$ cat src/design/sbba_pkg.sv
// Shared types, constants and helper functions for the size-class block allocator.
// Used by the channel interfaces, the controller, the datapath and the top level.
`default_nettype none

package sbba_pkg;

  localparam int SLOTS     = 16;
  localparam int SLOT_W    = 4;
  localparam int WORDS     = 32;
  localparam int WORD_W    = 5;
  localparam int BM_DEPTH  = SLOTS * WORDS;
  localparam int BM_AW     = SLOT_W + WORD_W;
  localparam int CLS_W     = 4;
  localparam int CNT_W     = 10;
  localparam int REC_W     = 4;
  localparam int IDX_W     = 10;
  localparam int SIZE_W    = 12;
  localparam int ADDR_W    = 16;
  localparam int OFF_W     = 12;
  localparam logic [SIZE_W-1:0] MAX_REQ = 12'd1024;
  localparam logic [31:0] FULL_WORD = 32'hFFFF_FFFF;

  localparam logic OP_ALLOC = 1'b0;
  localparam logic OP_FREE  = 1'b1;

  typedef enum logic [1:0] {
    ST_OK        = 2'd0,
    ST_NO_SLOT   = 2'd1,
    ST_TOO_LARGE = 2'd2,
    ST_BAD_FREE  = 2'd3
  } sbba_status_t;

  typedef enum logic [3:0] {
    S_IDLE,
    S_DECODE,
    S_SCAN,
    S_PICK,
    S_OPEN,
    S_CLEAR,
    S_RD,
    S_CHK,
    S_FREE_CHK
  } sbba_state_t;

  // Commands from the controller to the datapath
  typedef struct packed {
    logic         accept;
    logic         scan_init;
    logic         scan_step;
    logic         pick;
    logic         open_slot;
    logic         clr_step;
    logic         rd_issue;
    logic         srch_next;
    logic         alloc_commit;
    logic         free_rd;
    logic         free_commit;
    logic         finish;
    sbba_status_t fin_status;
  } sbba_cmd_t;

  // Status from the datapath to the controller
  typedef struct packed {
    logic op;
    logic too_large;
    logic scan_last;
    logic best_ok;
    logic free_ok;
    logic clr_last;
    logic word_full;
    logic srch_last;
    logic slot_bad;
    logic idx_bad;
    logic bit_set;
    logic out_valid;
  } sbba_stat_t;

  // Blocks per pool for each size class
  function automatic logic [CNT_W-1:0] class_cap(input logic [CLS_W-1:0] c);
    logic [CNT_W-1:0] r;
    case (c)
      4'd0:    r = 10'd988;
      4'd1:    r = 10'd502;
      4'd2:    r = 10'd253;
      4'd3:    r = 10'd126;
      4'd4:    r = 10'd62;
      4'd5:    r = 10'd30;
      4'd6:    r = 10'd14;
      4'd7:    r = 10'd6;
      4'd8:    r = 10'd2;
      default: r = 10'd0;
    endcase
    return r;
  endfunction

  // Smallest class whose block size covers the request
  function automatic logic [CLS_W-1:0] size_class(input logic [SIZE_W-1:0] s);
    logic [CLS_W-1:0] r;
    if (s <= 12'd4)        r = 4'd0;
    else if (s <= 12'd8)   r = 4'd1;
    else if (s <= 12'd16)  r = 4'd2;
    else if (s <= 12'd32)  r = 4'd3;
    else if (s <= 12'd64)  r = 4'd4;
    else if (s <= 12'd128) r = 4'd5;
    else if (s <= 12'd256) r = 4'd6;
    else if (s <= 12'd512) r = 4'd7;
    else                   r = 4'd8;
    return r;
  endfunction

endpackage

`default_nettype wire

$ cat src/design/sbba_ctrl.sv
// Controller state machine for the allocator: sequences scan, open, clear,
// bitmap search and free. Depends on sbba_pkg.
`default_nettype none

module sbba_ctrl
  import sbba_pkg::*;
(
  input  wire logic       clk,
  input  wire logic       rst,
  input  wire logic       in_valid,
  output logic            in_ready,
  input  wire sbba_stat_t stat,
  output sbba_cmd_t       cmd
);

  sbba_state_t state, state_next;

  always_ff @(posedge clk) begin
    if (rst) begin
      state <= S_IDLE;
    end else begin
      state <= state_next;
    end
  end

  assign in_ready = (state == S_IDLE) && !stat.out_valid;

  // Next state
  always_comb begin
    state_next = state;
    case (state)
      S_IDLE: begin
        if (in_valid && in_ready) state_next = S_DECODE;
      end
      S_DECODE: begin
        if (stat.op == OP_FREE) begin
          if (stat.slot_bad || stat.idx_bad) state_next = S_IDLE;
          else state_next = S_FREE_CHK;
        end else if (stat.too_large) begin
          state_next = S_IDLE;
        end else begin
          state_next = S_SCAN;
        end
      end
      S_SCAN: begin
        if (stat.scan_last) state_next = S_PICK;
      end
      S_PICK: begin
        if (stat.best_ok) state_next = S_RD;
        else if (stat.free_ok) state_next = S_OPEN;
        else state_next = S_IDLE;
      end
      S_OPEN:  state_next = S_CLEAR;
      S_CLEAR: begin
        if (stat.clr_last) state_next = S_RD;
      end
      S_RD:  state_next = S_CHK;
      S_CHK: begin
        if (!stat.word_full || stat.srch_last) state_next = S_IDLE;
        else state_next = S_RD;
      end
      S_FREE_CHK: state_next = S_IDLE;
      default:    state_next = S_IDLE;
    endcase
  end

  // Command outputs
  always_comb begin
    cmd = '0;
    cmd.fin_status = ST_OK;
    case (state)
      S_IDLE: begin
        cmd.accept = in_valid && in_ready;
      end
      S_DECODE: begin
        if (stat.op == OP_FREE) begin
          if (stat.slot_bad) begin
            cmd.finish     = 1'b1;
            cmd.fin_status = ST_BAD_FREE;
          end else if (stat.idx_bad) begin
            cmd.finish = 1'b1;
          end else begin
            cmd.free_rd = 1'b1;
          end
        end else if (stat.too_large) begin
          cmd.finish     = 1'b1;
          cmd.fin_status = ST_TOO_LARGE;
        end else begin
          cmd.scan_init = 1'b1;
        end
      end
      S_SCAN: cmd.scan_step = 1'b1;
      S_PICK: begin
        cmd.pick = 1'b1;
        if (!stat.best_ok && !stat.free_ok) begin
          cmd.finish     = 1'b1;
          cmd.fin_status = ST_NO_SLOT;
        end
      end
      S_OPEN:  cmd.open_slot = 1'b1;
      S_CLEAR: cmd.clr_step = 1'b1;
      S_RD:    cmd.rd_issue = 1'b1;
      S_CHK: begin
        if (!stat.word_full) begin
          cmd.alloc_commit = 1'b1;
        end else if (stat.srch_last) begin
          cmd.finish     = 1'b1;
          cmd.fin_status = ST_NO_SLOT;
        end else begin
          cmd.srch_next = 1'b1;
        end
      end
      S_FREE_CHK: begin
        cmd.free_commit = stat.bit_set;
        cmd.finish      = 1'b1;
      end
      default: cmd = '0;
    endcase
  end

endmodule

`default_nettype wire

$ cat config.mk
export PLATFORM = sky130hd
export DESIGN_NAME = sbba_ctrl
export DESIGN_NICKNAME = d
export VERILOG_FILES = /design/src/design/sbba_pkg.sv /design/src/design/sbba_ctrl.sv
export SDC_FILE = /design/constraint.sdc
export NUM_CORES = 1
export LEC_CHECK = 0
export ABC_AREA = 0
export BUFFER_PORTS_ARGS = -buffer_cell sky130_fd_sc_hd__buf_2
export CAP_MARGIN = 20
export CELL_PAD_IN_SITES_DETAIL_PLACEMENT = 1
export CELL_PAD_IN_SITES_GLOBAL_PLACEMENT = 1
export CORE_UTILIZATION = 25
export CTS_CLUSTER_DIAMETER = 30
export DETAILED_ROUTE_END_ITERATION = 16
export PLACE_DENSITY = 0.76
export SETUP_SLACK_MARGIN = 0.3
export SLEW_MARGIN = 30
export SYNTH_ARGS = -nofsm -noshare
export SYNTH_HDL_FRONTEND = slang
export SYNTH_SLANG_ARGS = --single-unit
$ cat constraint.sdc
create_clock -name clk -period 2.3 [get_ports clk]
set_clock_uncertainty 0.2 [all_clocks]
set_input_delay 0.46 -clock clk [delete_from_list [all_inputs] [get_ports clk]]
set_output_delay 0.46 -clock clk [all_outputs]
set_load 0.02 [all_outputs]
==> flow_summary.rst <==
.. list-table::
   :header-rows: 1

   * - Metric
     - Value
   * - Result of the run
     - finished, violations left
   * - Violations in the final reports
     - DRC
   * - Biggest area contributors in the synthesized netlist
     - sky130_fd_sc_hd__dfxtp_1, sky130_fd_sc_hd__nor3_1, sky130_fd_sc_hd__nor2_1
   * - First-pass GRT wire length
     - 3300 um
   * - Worst setup slack after placement
     - 0.0957 ns
   * - Clock tree from TritonCTS
     - yes
   * - Number of different library cells in the post-synthesis netlist
     - 26
   * - Clock latency on the worst-skew pair
     - 0.23 ns
   * - Number of buffer cells added on primary ports
     - 29
   * - Clock sink total
     - 4
   * - Routed Wire Length
     - 2040 um
   * - Share of synthesized flip-flops with an asynchronous set or reset
     - 0%
   * - Power dissipated by switching net loads
     - 0.0000747 W
   * - Registers with the highest flip-flop counts
     - state (4)
   * - Hold Crit Depth
     - 2
   * - Req. time, crit path
     - 1.64 ns
   * - Total Power Consumption
     - 0.000250 W
   * - Dpl hpwl
     - 1280 um
   * - Flip-flop count of the largest register, all copies and words added
     - 4
   * - Slowest-stage cell, CP
     - sky130_fd_sc_hd__or3_4
   * - Slew margin rel.
     - 81.4%
   * - Met1 usage
     - 24.8%
   * - Core region area
     - 1580 sq um
   * - Fraction of the cycle the final worst path needs
     - 90.0%
   * - Routed length per instance
     - 16.3 um
   * - Critical Path, Cell by Cell
     - nand2b_1 -> or3_4 -> o31ai_2 -> buf_4
   * - Worst hold path class
     - input port to register
   * - RePlAce Congestion
     - 0.751
   * - First-pass iteration count of the detailed router
     - 10
   * - Slew of the pin with the lowest slew margin
     - 0.271 ns
   * - Number of enable flip-flop cells after synthesis
     - 0
   * - TNS Setup
     - 0 ns
   * - Share of total power in combinational logic
     - 37.3%
   * - Count of nets left with antenna violations after detail routing
     - 0
   * - Number of cells on the worst reg-to-reg path
     - 5
   * - Maxcap violations
     - 0
   * - Warnings, synthesis
     - 0
   * - Initial antenna violation count
     - 0
   * - Syn avg cell area
     - 6.46 sq um
   * - Row count
     - 14
   * - Syn Nets
     - 83
   * - Cell area after synthesis
     - 439 sq um
   * - Type of origin of the critical path
     - register
   * - Worst-case register-to-register setup slack
     - 0.72 ns
   * - Clock network power share
     - 34.6%
   * - Portion of the post-synthesis area used by sequential elements
     - 18.2%
   * - Number of instances in the synthesized netlist
     - 68
   * - Die Y
     - 43.9 um
   * - Area Overhead vs Synth
     - 110%
   * - Predominant post-synthesis flop cell
     - sky130_fd_sc_hd__dfxtp_1
   * - Fraction of power spent switching nets
     - 29.9%
   * - Power Internal
     - 0.000175 W
   * - Post-synth top area share
     - 18.2%
   * - Clock Pin Slew Worst Setup and Hold Paths
     - 0.04 ns
   * - Highest net fanout along the worst path
     - 7
   * - Number of H-tree branching levels
     - 1
   * - Count of filler cells inserted in the layout
     - 193
   * - Starting density of the core
     - 27.9%
   * - Top cell type by total area after synthesis
     - sky130_fd_sc_hd__dfxtp_1
   * - Power per unit of standard cell area
     - 271 nW/um^2
   * - Max VDD drop
     - 0.210 mV
   * - Largest net degree at the start of global routing
     - 14
   * - Register bit total from synthesis
     - 4
   * - Grt met2 use
     - 44.2%
   * - Worst path setup slack after routing
     - 0.229 ns
   * - Setup repair after global routing missed its margin
     - true
   * - Number of inserted diodes
     - 0
   * - Endpoint type of the worst setup path
     - primary output
   * - Commonest cells in the synthesized netlist
     - sky130_fd_sc_hd__nor3_1, sky130_fd_sc_hd__nor2_1, sky130_fd_sc_hd__nand2_1
   * - Fin. max-slew vios
     - 0
   * - Sum of buffers and inverters on the critical path
     - 1
   * - Hold-fix buffers, CTS
     - 0
   * - Worst path depth
     - 4
   * - Kind of critical path
     - register to primary output
   * - Part of the power in registers
     - 28.2%
   * - Routing layer with the top usage in global route
     - met2
   * - Final net count
     - 126
   * - Via Count
     - 681
   * - Final number of setup-violating endpoints
     - 0
   * - Arr. time, crit path
     - 1.41 ns
   * - Clock root buffer
     - sky130_fd_sc_hd__clkbuf_4
   * - Max stage delay on crit path
     - 0.39 ns
   * - Crit-path leading delay family
     - simple AND/OR/NAND/NOR gates
   * - Count of endpoints failing hold in the final timing report
     - 0
   * - Fraction of met3 tracks used by global routing
     - 4.17%
   * - Clock Path Buffers
     - 2
   * - Starting DRC count in detailed routing
     - 13
   * - Via density
     - 5.45
   * - Final worst path period need
     - 2.07 ns
   * - Fraction of final layout cells sized beyond drive strength 1
     - 63.3%
   * - Library cell with the highest instance count after synthesis
     - sky130_fd_sc_hd__nor3_1
   * - TritonCTS Buffers
     - 3
   * - Static leakage
     - 0.405 nW
   * - Via count of the first global-routing pass
     - 715
   * - Full die area
     - 1930 sq um
   * - Number of primary I/O pins
     - 30
   * - Horiz. Die Dim
     - 43.9 um
   * - Max Freq
     - 483 MHz
   * - Biggest register
     - state
   * - Residual DRC count
     - 4
   * - Overall global routing resource usage
     - 23.2%
   * - GRT overflow
     - 0
## metal layers
metal,wire length [um],share of wire [%],vias to the layer above
met5,0,0,-
met1,799,39,309
li1,-,-,334
met3,133,6.5,6
met2,1060,52,32
met4,47,2.3,0
## logic make-up after synthesis
group / Yosys count / synth area share (%)
AO/OA/AOI/OAI: 15 / 25.1
buffers and inverters: 7 / 8.83
flip-flops: 4 / 18.2
multiplexers: 1 / 2.28
AND/OR/NAND/NOR: 41 / 45.6
## layout make-up
cell class | instances | area (sq um) | area share [%]
tap | 16 | 20.0 | 2.17
clock buffer | 3 | 22.5 | 2.44
multi-input combinational | 57 | 432 | 46.7
inverter | 2 | 7.51 | 0.813
sequential | 4 | 92.6 | 10.0
timing repair buffer | 43 | 349 | 37.8
## worst paths after layout
check                                            from               endpoint
worst max-delay path            state[3]$_SDFFE_PP0P_                 cmd[2]
worst min-delay path                          stat[2]  state[3]$_SDFFE_PP0P_
worst min register to register  state[3]$_SDFFE_PP0P_  state[3]$_SDFFE_PP0P_
worst max register to register  state[3]$_SDFFE_PP0P_  state[1]$_SDFFE_PP0P_
## timing repair
action                     in CTS  in global routing
pin swaps                       6                  5
hold endpoints to repair        0                  0
setup buffers                   6                  4
resized for setup              35                 18
setup endpoints to repair      14                 11
## power by group through the flow
stage	combinational, W	sequential [W]	clock [W]
after floorplan	0.0000308	0.0000723	0
after global placement	0.0000539	0.0000742	0
after detailed placement	0.0000566	0.0000743	0
after CTS	0.0000757	0.0000707	0.0000904
after global routing	0.0000994	0.0000705	0.0000936
final	0.0000931	0.0000704	0.0000863
## cells in the final DEF, fill, tap and decap left out, types with 2 or more instances in the layout
master / Yosys / final
sky130_fd_sc_hd__o21ai_0: 2 / 2
sky130_fd_sc_hd__buf_4: 3 / 17
sky130_fd_sc_hd__nand2b_1: 4 / 3
sky130_fd_sc_hd__clkbuf_4: 0 / 3
sky130_fd_sc_hd__buf_6: 0 / 5
sky130_fd_sc_hd__nor2_4: 0 / 3
sky130_fd_sc_hd__nor3_1: 13 / 8
sky130_fd_sc_hd__or3_4: 0 / 2
sky130_fd_sc_hd__nor3_2: 0 / 5
sky130_fd_sc_hd__buf_8: 0 / 3
sky130_fd_sc_hd__buf_2: 1 / 16
sky130_fd_sc_hd__dfxtp_4: 0 / 3
sky130_fd_sc_hd__nand2_1: 6 / 5
sky130_fd_sc_hd__a21oi_1: 4 / 3
sky130_fd_sc_hd__nand3_1: 2 / 2
sky130_fd_sc_hd__nor2_1: 10 / 7
sky130_fd_sc_hd__buf_12: 0 / 2
## worst reg2reg max path, delay by kind of cell (launching register included)
family                 cells  cell delay (ns)
AND/OR/NAND/NOR            1             0.18
flip-flops                 1             0.37
buffers and inverters      1             0.17
AO/OA/AOI/OAI              3             0.60
## per-stage QoR
| stage | area (sq um) | utilization [%] | instances | hold slack [ns] |
|---|---|---|---|---|
| after floorplan | 445 | - | 68 | 0.336 |
| after global placement | 609 | 38.7 | 112 | 0.469 |
| after detailed placement | 609 | 38.7 | 112 | 0.474 |
| after CTS | 815 | 51.7 | 121 | 0.212 |
| after global routing | 923 | 58.6 | 125 | 0.193 |
| final | 923 | 58.6 | 125 | 0.199 |
Note: power is estimated with default switching activity, not from simulation.
